### src/design/b58td_pkg.sv
// ----------------------------------------------------------------------------
// b58td_pkg
// Types and constants shared by the Base58 text decoder front and back ends.
// ----------------------------------------------------------------------------
package b58td_pkg;

   localparam int MAX_CHARS_DEFAULT   = 64;
   localparam int STORE_BYTES_DEFAULT = 48;

   localparam int QUEUE_DEPTH = 4;
   localparam int QUEUE_W     = 2;

   localparam int COUNT_W     = 7;
   localparam int DIGIT_W     = 6;
   localparam int SUM_W       = 14;

   localparam logic [COUNT_W-1:0] COUNT_MAX   = 7'd127;
   localparam logic [COUNT_W-1:0] MAX_RESULTS = 7'd64;
   localparam logic [7:0]         CHAR_ONE    = 8'h31;
   localparam logic [7:0]         CHAR_SPACE  = 8'h20;
   localparam logic [DIGIT_W-1:0] RADIX       = 6'd58;

   typedef enum logic [2:0] {
      CLS_NUL,
      CLS_SPACE,
      CLS_ONE,
      CLS_DIGIT,
      CLS_BAD
   } char_class_type;

   typedef enum logic [1:0] {
      ST_OK         = 2'd0,
      ST_BAD_CHAR   = 2'd1,
      ST_TRAIL_TEXT = 2'd2,
      ST_TOO_LONG   = 2'd3
   } status_type;

   typedef enum logic [1:0] {
      PH_LEAD,
      PH_ONES,
      PH_DIGITS,
      PH_TRAIL
   } phase_type;

   typedef enum logic [3:0] {
      S_IDLE,
      S_FOLD_START,
      S_FOLD,
      S_WRAP,
      S_STRIP_RD,
      S_STRIP_CHK,
      S_ONES,
      S_BYTE_RD,
      S_BYTE_OUT,
      S_EMPTY,
      S_ERROR
   } back_state_type;

   typedef struct packed {
      char_class_type     cls;
      logic [DIGIT_W-1:0] digit;
      logic               last;
   } b58td_item_type;

endpackage

### src/design/b58td_front.sv
// ----------------------------------------------------------------------------
// b58td_front
// Accepts text characters, classifies them against the Base58 alphabet and
// queues the classified items for the back end.
// ----------------------------------------------------------------------------
module b58td_front (
   input  logic                     clock,
   input  logic                     reset,
   input  logic                     req_tvalid,
   output logic                     req_tready,
   input  logic [7:0]               req_tdata,   // [7:0] char_code
   input  logic                     req_tlast,
   output logic                     q_valid,
   output b58td_pkg::b58td_item_type q_item,
   input  logic                     q_pop
);
   import b58td_pkg::*;

   b58td_item_type       slot_ff [QUEUE_DEPTH];
   logic [QUEUE_W-1:0]   wr_ptr_ff, wr_ptr_in;
   logic [QUEUE_W-1:0]   rd_ptr_ff, rd_ptr_in;
   logic [QUEUE_W:0]     fill_ff, fill_in;
   b58td_item_type       class_item;
   logic                 push;
   logic                 is_space;
   logic                 digit_ok;
   logic [DIGIT_W-1:0]   digit_val;

   always_comb begin
      digit_ok  = 1'b1;
      digit_val = '0;
      if (req_tdata >= 8'h31 && req_tdata <= 8'h39) begin
         digit_val = DIGIT_W'(req_tdata - 8'h31);
      end else if (req_tdata >= 8'h41 && req_tdata <= 8'h48) begin
         digit_val = DIGIT_W'(req_tdata - 8'h41 + 8'd9);
      end else if (req_tdata >= 8'h4A && req_tdata <= 8'h4E) begin
         digit_val = DIGIT_W'(req_tdata - 8'h4A + 8'd17);
      end else if (req_tdata >= 8'h50 && req_tdata <= 8'h5A) begin
         digit_val = DIGIT_W'(req_tdata - 8'h50 + 8'd22);
      end else if (req_tdata >= 8'h61 && req_tdata <= 8'h6B) begin
         digit_val = DIGIT_W'(req_tdata - 8'h61 + 8'd33);
      end else if (req_tdata >= 8'h6D && req_tdata <= 8'h7A) begin
         digit_val = DIGIT_W'(req_tdata - 8'h6D + 8'd44);
      end else begin
         digit_ok = 1'b0;
      end
   end

   assign is_space = (req_tdata == CHAR_SPACE) || (req_tdata >= 8'h09 && req_tdata <= 8'h0D);

   always_comb begin
      class_item.digit = digit_val;
      class_item.last  = req_tlast;
      priority if (req_tdata == 8'h00) begin
         class_item.cls = CLS_NUL;
      end else if (is_space) begin
         class_item.cls = CLS_SPACE;
      end else if (req_tdata == CHAR_ONE) begin
         class_item.cls = CLS_ONE;
      end else if (digit_ok) begin
         class_item.cls = CLS_DIGIT;
      end else begin
         class_item.cls = CLS_BAD;
      end
   end

   assign req_tready = (fill_ff != (QUEUE_W + 1)'(QUEUE_DEPTH));
   assign push       = req_tvalid && req_tready;
   assign q_valid    = (fill_ff != '0);
   assign q_item     = slot_ff[rd_ptr_ff];

   always_comb begin
      wr_ptr_in = push  ? wr_ptr_ff + 1'b1 : wr_ptr_ff;
      rd_ptr_in = q_pop ? rd_ptr_ff + 1'b1 : rd_ptr_ff;
      fill_in   = fill_ff + (QUEUE_W + 1)'(push) - (QUEUE_W + 1)'(q_pop);
   end

   always_ff @(posedge clock) begin
      if (reset) begin
         wr_ptr_ff <= '0;
         rd_ptr_ff <= '0;
         fill_ff   <= '0;
      end else begin
         wr_ptr_ff <= wr_ptr_in;
         rd_ptr_ff <= rd_ptr_in;
         fill_ff   <= fill_in;
      end
   end

   always_ff @(posedge clock) begin
      if (push) begin
         slot_ff[wr_ptr_ff] <= class_item;
      end
   end

endmodule

### src/design/b58td_back.sv
// ----------------------------------------------------------------------------
// b58td_back
// Runs the scan phases, folds digits into the byte store one byte per cycle
// and emits the decoded bytes or an error item at the end of each string.
// ----------------------------------------------------------------------------
module b58td_back #(
   parameter int MAX_CHARS   = b58td_pkg::MAX_CHARS_DEFAULT,
   parameter int STORE_BYTES = b58td_pkg::STORE_BYTES_DEFAULT
) (
   input  logic                      clock,
   input  logic                      reset,
   input  logic                      q_valid,
   input  b58td_pkg::b58td_item_type q_item,
   output logic                      q_pop,
   output logic                      rsp_tvalid,
   input  logic                      rsp_tready,
   output logic [7:0]                rsp_tdata,   // [7:0] out_byte
   output logic [2:0]                rsp_tuser,   // [0] has_byte, [2:1] status
   output logic                      rsp_tlast
);
   import b58td_pkg::*;

   localparam int IDX_W = $clog2(STORE_BYTES);
   localparam int USE_W = $clog2(STORE_BYTES + 1);
   localparam logic [USE_W-1:0]   StoreLim  = USE_W'(STORE_BYTES);
   localparam logic [COUNT_W-1:0] CharLimit = COUNT_W'(MAX_CHARS);

   logic [7:0]           store_mem [STORE_BYTES];
   logic [7:0]           rd_data_ff;
   logic [IDX_W-1:0]     rd_addr;
   logic                 mem_we;
   logic [IDX_W-1:0]     wr_addr;
   logic [7:0]           wr_data;

   back_state_type       state_ff, state_in;
   phase_type            phase_ff, phase_in;
   status_type           err_ff, err_in;
   logic [COUNT_W-1:0]   chars_ff, chars_in;
   logic [COUNT_W-1:0]   ones_ff, ones_in;
   logic [COUNT_W-1:0]   kcnt_ff, kcnt_in;
   logic [COUNT_W-1:0]   emit_ff, emit_in;
   logic [USE_W-1:0]     in_use_ff, in_use_in;
   logic [USE_W-1:0]     idx_ff, idx_in;
   logic [USE_W-1:0]     top_ff, top_in;
   logic [DIGIT_W-1:0]   carry_ff, carry_in;
   logic                 last_ff, last_in;

   logic                 out_valid_ff, out_valid_in;
   logic [7:0]           out_byte_ff, out_byte_in;
   logic                 out_has_ff, out_has_in;
   status_type           out_status_ff, out_status_in;
   logic                 out_last_ff, out_last_in;

   logic                 out_free;
   logic                 take;
   logic                 fold_go;
   logic                 fold_more;
   logic [COUNT_W-1:0]   chars_inc;
   status_type           err_scan;
   phase_type            phase_scan;
   logic [COUNT_W-1:0]   ones_scan;
   logic                 digit_take;
   logic [7:0]           fold_byte;
   logic [SUM_W-1:0]     fold_sum;
   logic [USE_W-1:0]     idx_next;
   logic [USE_W-1:0]     top_m1;
   logic                 ones_done;
   logic                 ones_last;
   logic                 byte_last;
   logic                 cap_hit;

   assign out_free = !out_valid_ff || rsp_tready;
   assign take     = (state_ff == S_IDLE) && q_valid;
   assign q_pop    = take;

   // scan one classified character
   always_comb begin
      chars_inc  = (chars_ff == COUNT_MAX) ? chars_ff : chars_ff + 1'b1;
      err_scan   = (chars_inc > CharLimit) ? ST_TOO_LONG : err_ff;
      phase_scan = phase_ff;
      ones_scan  = ones_ff;
      digit_take = 1'b0;
      if (q_item.cls == CLS_NUL) begin
         if (err_scan != ST_TOO_LONG) begin
            err_scan = ST_BAD_CHAR;
         end
      end else if (err_scan == ST_OK) begin
         unique case (phase_ff)
            PH_LEAD: begin
               unique case (q_item.cls)
                  CLS_SPACE: ;
                  CLS_ONE: begin
                     phase_scan = PH_ONES;
                     ones_scan  = COUNT_W'(1);
                  end
                  CLS_DIGIT: begin
                     phase_scan = PH_DIGITS;
                     digit_take = 1'b1;
                  end
                  default: err_scan = ST_BAD_CHAR;
               endcase
            end
            PH_ONES: begin
               unique case (q_item.cls)
                  CLS_ONE: begin
                     if (ones_ff != COUNT_MAX) begin
                        ones_scan = ones_ff + 1'b1;
                     end
                  end
                  CLS_SPACE: phase_scan = PH_TRAIL;
                  CLS_DIGIT: begin
                     phase_scan = PH_DIGITS;
                     digit_take = 1'b1;
                  end
                  default: err_scan = ST_BAD_CHAR;
               endcase
            end
            PH_DIGITS: begin
               unique case (q_item.cls)
                  CLS_SPACE: phase_scan = PH_TRAIL;
                  CLS_ONE, CLS_DIGIT: digit_take = 1'b1;
                  default: err_scan = ST_BAD_CHAR;
               endcase
            end
            default: begin
               if (q_item.cls != CLS_SPACE) begin
                  err_scan = ST_TRAIL_TEXT;
               end
            end
         endcase
      end
   end

   assign fold_go   = digit_take && ((q_item.digit != '0) || (in_use_ff != '0));
   assign fold_byte = (idx_ff < in_use_ff) ? rd_data_ff : 8'h00;
   assign fold_sum  = SUM_W'(carry_ff) + SUM_W'(fold_byte) * SUM_W'(RADIX);
   assign idx_next  = idx_ff + 1'b1;
   assign fold_more = ((fold_sum[SUM_W-1:8] != '0) || (idx_next < in_use_ff))
                      && (idx_next < StoreLim);
   assign top_m1    = top_ff - 1'b1;
   assign cap_hit   = (emit_ff == MAX_RESULTS - 1'b1);
   assign ones_done = (kcnt_ff + 1'b1 == ones_ff);
   assign ones_last = (ones_done && top_ff == '0) || cap_hit;
   assign byte_last = (top_ff == USE_W'(1)) || cap_hit;

   // next state
   always_comb begin
      state_in = state_ff;
      unique case (state_ff)
         S_IDLE: begin
            if (take) begin
               if (fold_go) begin
                  state_in = S_FOLD_START;
               end else if (q_item.last) begin
                  state_in = S_WRAP;
               end
            end
         end
         S_FOLD_START: state_in = S_FOLD;
         S_FOLD: begin
            if (!fold_more) begin
               state_in = last_ff ? S_WRAP : S_IDLE;
            end
         end
         S_WRAP: begin
            if (err_ff != ST_OK) begin
               state_in = S_ERROR;
            end else if (in_use_ff != '0) begin
               state_in = S_STRIP_RD;
            end else begin
               state_in = (ones_ff == '0) ? S_EMPTY : S_ONES;
            end
         end
         S_STRIP_RD: state_in = S_STRIP_CHK;
         S_STRIP_CHK: begin
            if (rd_data_ff == 8'h00) begin
               if (top_ff == USE_W'(1)) begin
                  state_in = (ones_ff == '0) ? S_EMPTY : S_ONES;
               end else begin
                  state_in = S_STRIP_RD;
               end
            end else begin
               state_in = (ones_ff == '0) ? S_BYTE_OUT : S_ONES;
            end
         end
         S_ONES: begin
            if (out_free) begin
               if (ones_last) begin
                  state_in = S_IDLE;
               end else if (ones_done) begin
                  state_in = S_BYTE_RD;
               end
            end
         end
         S_BYTE_RD: state_in = S_BYTE_OUT;
         S_BYTE_OUT: begin
            if (out_free) begin
               state_in = byte_last ? S_IDLE : S_BYTE_RD;
            end
         end
         S_EMPTY, S_ERROR: begin
            if (out_free) begin
               state_in = S_IDLE;
            end
         end
         default: state_in = S_IDLE;
      endcase
   end

   // datapath and outputs
   always_comb begin
      phase_in      = phase_ff;
      err_in        = err_ff;
      chars_in      = chars_ff;
      ones_in       = ones_ff;
      kcnt_in       = kcnt_ff;
      emit_in       = emit_ff;
      in_use_in     = in_use_ff;
      idx_in        = idx_ff;
      top_in        = top_ff;
      carry_in      = carry_ff;
      last_in       = last_ff;
      rd_addr       = top_m1[IDX_W-1:0];
      mem_we        = 1'b0;
      wr_addr       = idx_ff[IDX_W-1:0];
      wr_data       = fold_sum[7:0];
      out_valid_in  = out_valid_ff && !rsp_tready;
      out_byte_in   = out_byte_ff;
      out_has_in    = out_has_ff;
      out_status_in = out_status_ff;
      out_last_in   = out_last_ff;
      unique case (state_ff)
         S_IDLE: begin
            if (take) begin
               chars_in = chars_inc;
               err_in   = err_scan;
               phase_in = phase_scan;
               ones_in  = ones_scan;
               last_in  = q_item.last;
               carry_in = q_item.digit;
               idx_in   = '0;
            end
         end
         S_FOLD_START: rd_addr = '0;
         S_FOLD: begin
            rd_addr  = (idx_next < StoreLim) ? idx_next[IDX_W-1:0] : '0;
            mem_we   = 1'b1;
            carry_in = DIGIT_W'(fold_sum[SUM_W-1:8]);
            idx_in   = idx_next;
            if (!fold_more) begin
               in_use_in = idx_next;
            end
         end
         S_WRAP: begin
            top_in  = in_use_ff;
            kcnt_in = '0;
            emit_in = '0;
         end
         S_STRIP_CHK: begin
            if (rd_data_ff == 8'h00) begin
               top_in = top_m1;
            end
         end
         S_ONES: begin
            if (out_free) begin
               out_valid_in  = 1'b1;
               out_byte_in   = 8'h00;
               out_has_in    = 1'b1;
               out_status_in = ST_OK;
               out_last_in   = ones_last;
               kcnt_in       = kcnt_ff + 1'b1;
               emit_in       = emit_ff + 1'b1;
            end
         end
         S_BYTE_OUT: begin
            if (out_free) begin
               out_valid_in  = 1'b1;
               out_byte_in   = rd_data_ff;
               out_has_in    = 1'b1;
               out_status_in = ST_OK;
               out_last_in   = byte_last;
               top_in        = top_m1;
               emit_in       = emit_ff + 1'b1;
            end
         end
         S_EMPTY, S_ERROR: begin
            if (out_free) begin
               out_valid_in  = 1'b1;
               out_byte_in   = 8'h00;
               out_has_in    = 1'b0;
               out_status_in = err_ff;
               out_last_in   = 1'b1;
            end
         end
         default: ;
      endcase
      // clear the string state once the final item is out
      if ((state_ff != S_IDLE) && (state_in == S_IDLE) && (state_ff != S_FOLD)) begin
         phase_in  = PH_LEAD;
         err_in    = ST_OK;
         chars_in  = '0;
         ones_in   = '0;
         in_use_in = '0;
         last_in   = 1'b0;
      end
   end

   always_ff @(posedge clock) begin
      if (reset) begin
         state_ff     <= S_IDLE;
         phase_ff     <= PH_LEAD;
         err_ff       <= ST_OK;
         chars_ff     <= '0;
         ones_ff      <= '0;
         kcnt_ff      <= '0;
         emit_ff      <= '0;
         in_use_ff    <= '0;
         idx_ff       <= '0;
         top_ff       <= '0;
         last_ff      <= 1'b0;
         out_valid_ff <= 1'b0;
      end else begin
         state_ff     <= state_in;
         phase_ff     <= phase_in;
         err_ff       <= err_in;
         chars_ff     <= chars_in;
         ones_ff      <= ones_in;
         kcnt_ff      <= kcnt_in;
         emit_ff      <= emit_in;
         in_use_ff    <= in_use_in;
         idx_ff       <= idx_in;
         top_ff       <= top_in;
         last_ff      <= last_in;
         out_valid_ff <= out_valid_in;
      end
   end

   always_ff @(posedge clock) begin
      carry_ff      <= carry_in;
      out_byte_ff   <= out_byte_in;
      out_has_ff    <= out_has_in;
      out_status_ff <= out_status_in;
      out_last_ff   <= out_last_in;
   end

   always_ff @(posedge clock) begin
      if (mem_we) begin
         store_mem[wr_addr] <= wr_data;
      end
      rd_data_ff <= store_mem[rd_addr];
   end

   assign rsp_tvalid = out_valid_ff;
   assign rsp_tdata  = out_byte_ff;
   assign rsp_tuser  = {out_status_ff, out_has_ff};
   assign rsp_tlast  = out_last_ff;

endmodule

### src/design/base58_text_decoder.sv
// ----------------------------------------------------------------------------
// base58_text_decoder
// Decodes Base58 text (Bitcoin alphabet), one character per input item.
// ----------------------------------------------------------------------------
// One character enters per item, tlast on the final one. Characters pass
// through a four-item queue to the scan engine, which handles blanks and
// leading '1' characters directly and folds a digit into the byte store
// one store byte per cycle through the multiply-by-58 carry step. After
// the final character the decoder wraps up, reads bytes from the top of
// the store down to the first nonzero one, then sends one item per cycle
// for the leading zero bytes while the output is not stalled, then reads
// each store byte and sends it as an item.
// Errors and empty strings give a single item with has_byte low. The store
// needs no clearing pass: bytes above the in-use count read as zero.
module base58_text_decoder #(
   parameter int MAX_CHARS   = b58td_pkg::MAX_CHARS_DEFAULT,
   parameter int STORE_BYTES = b58td_pkg::STORE_BYTES_DEFAULT
) (
   input  logic       clock,
   input  logic       reset,
   input  logic       req_tvalid,
   output logic       req_tready,
   input  logic [7:0] req_tdata,   // [7:0] char_code
   input  logic       req_tlast,   // end_of_text
   output logic       rsp_tvalid,
   input  logic       rsp_tready,
   output logic [7:0] rsp_tdata,   // [7:0] out_byte
   output logic [2:0] rsp_tuser,   // [0] has_byte, [2:1] status
   output logic       rsp_tlast    // last_result
);
   import b58td_pkg::*;

   logic           q_valid;
   logic           q_pop;
   b58td_item_type q_item;

   b58td_front u_front (
      .clock      (clock),
      .reset      (reset),
      .req_tvalid (req_tvalid),
      .req_tready (req_tready),
      .req_tdata  (req_tdata),
      .req_tlast  (req_tlast),
      .q_valid    (q_valid),
      .q_item     (q_item),
      .q_pop      (q_pop)
   );

   b58td_back #(
      .MAX_CHARS   (MAX_CHARS),
      .STORE_BYTES (STORE_BYTES)
   ) u_back (
      .clock      (clock),
      .reset      (reset),
      .q_valid    (q_valid),
      .q_item     (q_item),
      .q_pop      (q_pop),
      .rsp_tvalid (rsp_tvalid),
      .rsp_tready (rsp_tready),
      .rsp_tdata  (rsp_tdata),
      .rsp_tuser  (rsp_tuser),
      .rsp_tlast  (rsp_tlast)
   );

endmodule

### config.mk
export PLATFORM = sky130hd
export DESIGN_NAME = base58_text_decoder
export DESIGN_NICKNAME = d
export VERILOG_FILES = /design/src/design/b58td_pkg.sv /design/src/design/b58td_front.sv /design/src/design/b58td_back.sv /design/src/design/base58_text_decoder.sv
export SDC_FILE = /design/constraint.sdc
export NUM_CORES = 1
export LEC_CHECK = 0
export ABC_AREA = 1
export BUFFER_PORTS_ARGS = -buffer_cell sky130_fd_sc_hd__buf_2
export CAP_MARGIN = 20
export CORE_MARGIN = 2
export CORE_UTILIZATION = 55
export DETAILED_ROUTE_END_ITERATION = 7
export PLACE_DENSITY = 0.71
export SETUP_SLACK_MARGIN = 0.1
export SYNTH_ARGS = -nofsm -noshare
export SYNTH_HDL_FRONTEND = slang
export SYNTH_SLANG_ARGS = --single-unit
### constraint.sdc
create_clock -name clock -period 6.34 [get_ports clock]
set_input_delay 0.634 -clock clock [delete_from_list [all_inputs] [get_ports clock]]
set_output_delay 0.634 -clock clock [all_outputs]
set_load 0.005 [all_outputs]
==> results.json <==
{
  "hold_class": "in -> reg",
  "pin_count": 27,
  "whs_endpoint": "u_front.slot_ff[3][0]",
  "num_antenna_cells": 0,
  "postSynthCellCount": 2464,
  "finalSetupViolations": 0,
  "cts_htree_levels": 2,
  "core_area_sq_um": 44300,
  "grt_pass1_wl_um": 91600,
  "cts-root-buf": "clkbuf_16",
  "slew_headroom_pct": 28.0,
  "drt_pass1_iterations": 6,
  "rr_worst_depth": 28,
  "grt_overflow_total": 0,
  "use_met3_pct": 3.72,
  "num_rows": 77,
  "track_usage_pct": 24.9,
  "clockBufferDepth": 3,
  "fp.dieH_um": 216,
  "synthDistinctLibCells": 57,
  "cpPeakStageDelay_ps": 570,
  "status": "finished clean",
  "die_area_sq_um": 46700,
  "met1_usage_pct": 33.3,
  "drt-wirelength-per-cell_um": 18.5,
  "min-delay-start": "req_tlast",
  "hold_depth": 1,
  "syn_to_final_growth_pct": 9.79,
  "vias": 17682,
  "drc_errors": 0,
  "fin_worst_skew_ps": 38.4,
  "crit-reg2reg-capture": "u_back.in_use_ff[4]",
  "start_kind": "register",
  "yosysSeqAreaShare_pct": 59.5,
  "cts_tree": "yes",
  "path_max_fanout": 25,
  "final_common_cell": "edfxtp_1",
  "synth_edf_count": 442,
  "die_w_um": 216,
  "fin_util_pct": 61.3,
  "critPathSlowestCell": "fa_1",
  "synthesis.nets": 2562,
  "slew_violations": 0,
  "synth-seq-cells": 515,
  "viasPerCell": 5.69,
  "yosysWarningCount": 0,
  "ff2ff_setup_slack_ps": 550,
  "insertion_delay_ps": 620,
  "antenna_found_initial": 0,
  "cts.sinks": 515,
  "gp_congestion": 0.864,
  "nets": 2567,
  "netlist_area_sq_um": 24700,
  "required_ps": 6810,
  "portBuffers": 26,
  "start_util_pct": 55.8,
  "dpl.hpwl_um": 36300,
  "cts_hold_buf": 0,
  "avgSynthCellArea_sq_um": 10.0,
  "ys.flop_type": "edfxtp_1",
  "hold_viol_final": 0,
  "busiest_layer": "met2",
  "maxCapViolations": 0,
  "ant_nets": 0,
  "cts_buffers": 53,
  "worstSetupEndpointType": "register",
  "crit_arrival_ps": 6260,
  "grt_use_met2_pct": 41.8,
  "path_clk_slew_ps": 60,
  "async_reset_ff_share_pct": 0,
  "grt_max_degree": 161,
  "tightest_slew_ps": 1080,
  "period_minus_slack_ps": 5790,
  "tns_ps": 0,
  "max_freq_ghz": 0.173,
  "drt-total-wl_um": 57500,
  "final_cell_mix": "edfxtp_1, nand2_1, nor2_1",
  "r2r-start": "u_back.idx_ff[1]",
  "drt_iter0_markers": 1477,
  "rsz0062_at_grt": "no",
  "crit_type": "reg -> reg",
  "crit_path_frequent_cell": "nand2_1",
  "drive_gt1_share_pct": 8.40,
  "grt_pass1_vias": 17171,
  "period_share_pct": 91.2
}
## sequential cells by signal, summed over array words and instances (netlist names), named ones only
register              cells
u_front.wr_ptr_ff         2
u_back.top_ff             6
u_back.store_mem        384
u_back.rsp_tlast          1
u_back.last_ff            1
u_front.slot_ff          40
u_back.rsp_tdata          8
u_back.kcnt_ff            7
u_back.idx_ff             6
u_front.fill_ff           3
u_front.rd_ptr_ff         2
u_back.state_ff           4
u_back.out_has_ff         1
u_back.rsp_tvalid         1
u_back.err_ff             2
u_back.phase_ff           2
u_back.ones_ff            7
u_back.emit_ff            7
u_back.out_status_ff      2
u_back.chars_ff           7
u_back.carry_ff           6
u_back.rd_data_ff         8
u_back.in_use_ff          6
## cell type report
cell class | count | area, sq um
multi-input combinational | 1537 | 8430
clock inverter | 35 | 373
sequential | 515 | 14700
clock buffer | 64 | 1390
fill | 3574 | 17200
timing repair buffer | 45 | 310
tap | 592 | 741
inverter | 317 | 1190
## cells in the mapped netlist (2+ instances only)
cell type	number	area share [%]
buf_4	12	0.36
nand3_1	212	4.3
nor4_1	6	0.15
dfxtp_1	73	5.9
nand2_1	369	5.6
clkbuf_2	2	0.040
fa_1	13	1.1
o22ai_1	6	0.15
o211ai_1	68	2.1
inv_1	306	4.6
nand3_2	2	0.081
a211oi_1	5	0.15
or2_2	3	0.076
buf_6	9	0.41
a21oi_1	93	1.9
o2111ai_1	2	0.071
xnor2_1	7	0.25
nor2_2	14	0.35
o21a_1	5	0.15
o21ai_1	43	0.87
o221ai_1	2	0.071
ha_1	72	3.6
nor2_1	310	4.7
edfxtp_1	442	54
inv_2	9	0.14
a31oi_1	10	0.25
nand3b_1	3	0.091
o21bai_1	4	0.12
buf_2	45	0.91
o21ai_0	178	3.6
a32o_1	2	0.081
o211ai_2	24	1.2
nand4_1	26	0.66
nor3_2	2	0.081
clkinv_1	2	0.030
nor3_1	12	0.24
nor2_4	2	0.091
clkbuf_1	26	0.39
xor2_1	21	0.74
nand2_2	5	0.13
## cells by family after synthesis
kind of cell / synth area share [%]
adders and majority gates: 4.69
xor gates and xnor gates: 1.06
AOI/OAI and AO/OA: 11.1
and+or+nand+nor: 16.7
DFF: 59.5
buffers and inverters: 6.94
## worst max-delay path: cells and delay by family, from the launching register on
kind / cells / cell delay (ps)
adders and majority gates: 6 / 2330
DFF: 1 / 460
buffers and inverters: 3 / 340
and+or+nand+nor: 15 / 1840
AOI/OAI and AO/OA: 4 / 680
## through the flow
step           std cells  setup WS (ps)  instance area (sq um)  hold WS, ps
2_1_floorplan       2464            677                  24700          423
4_1_cts             3103            379                  27100          219
3_5_place_dp        3004            404                  25400          448
3_3_place_gp        3004            592                  25400          444
5_1_grt             3105           54.8                  27200          230
6_report            3105            555                  27200          255
## per-layer routing
layer / vias to the layer above / share of wire, %
met5: - / 0
met4: 0 / 3.2
met3: 112 / 6.4
met2: 589 / 49
met1: 8498 / 42
li1: 8483 / -
## worst max-delay path by stage
stage / start / to / slack, ps / cells past startpoint
after global placement: u_back.idx_ff[1] / u_back.in_use_ff[3] / 590 / 27
after detailed placement: u_back.idx_ff[1] / u_back.in_use_ff[4] / 400 / 27
after CTS: u_back.idx_ff[1] / u_back.last_ff / 380 / 27
final: u_back.idx_ff[1] / u_back.in_use_ff[4] / 550 / 28
after global routing: u_back.idx_ff[1] / u_back.err_ff[0] / 50 / 31
after floorplan: u_back.idx_ff[1] / u_back.store_mem[0][7] / 680 / 16
## repair_timing
item                                    in CTS  in global routing
gates resized for setup                      0                  5
endpoints found under the setup margin       0                 25
buffers inserted                             0                  1
Power is left out: the tool's default activity adds up to more than one toggle a clock period on the data nets, which glitch-free logic cannot reach.
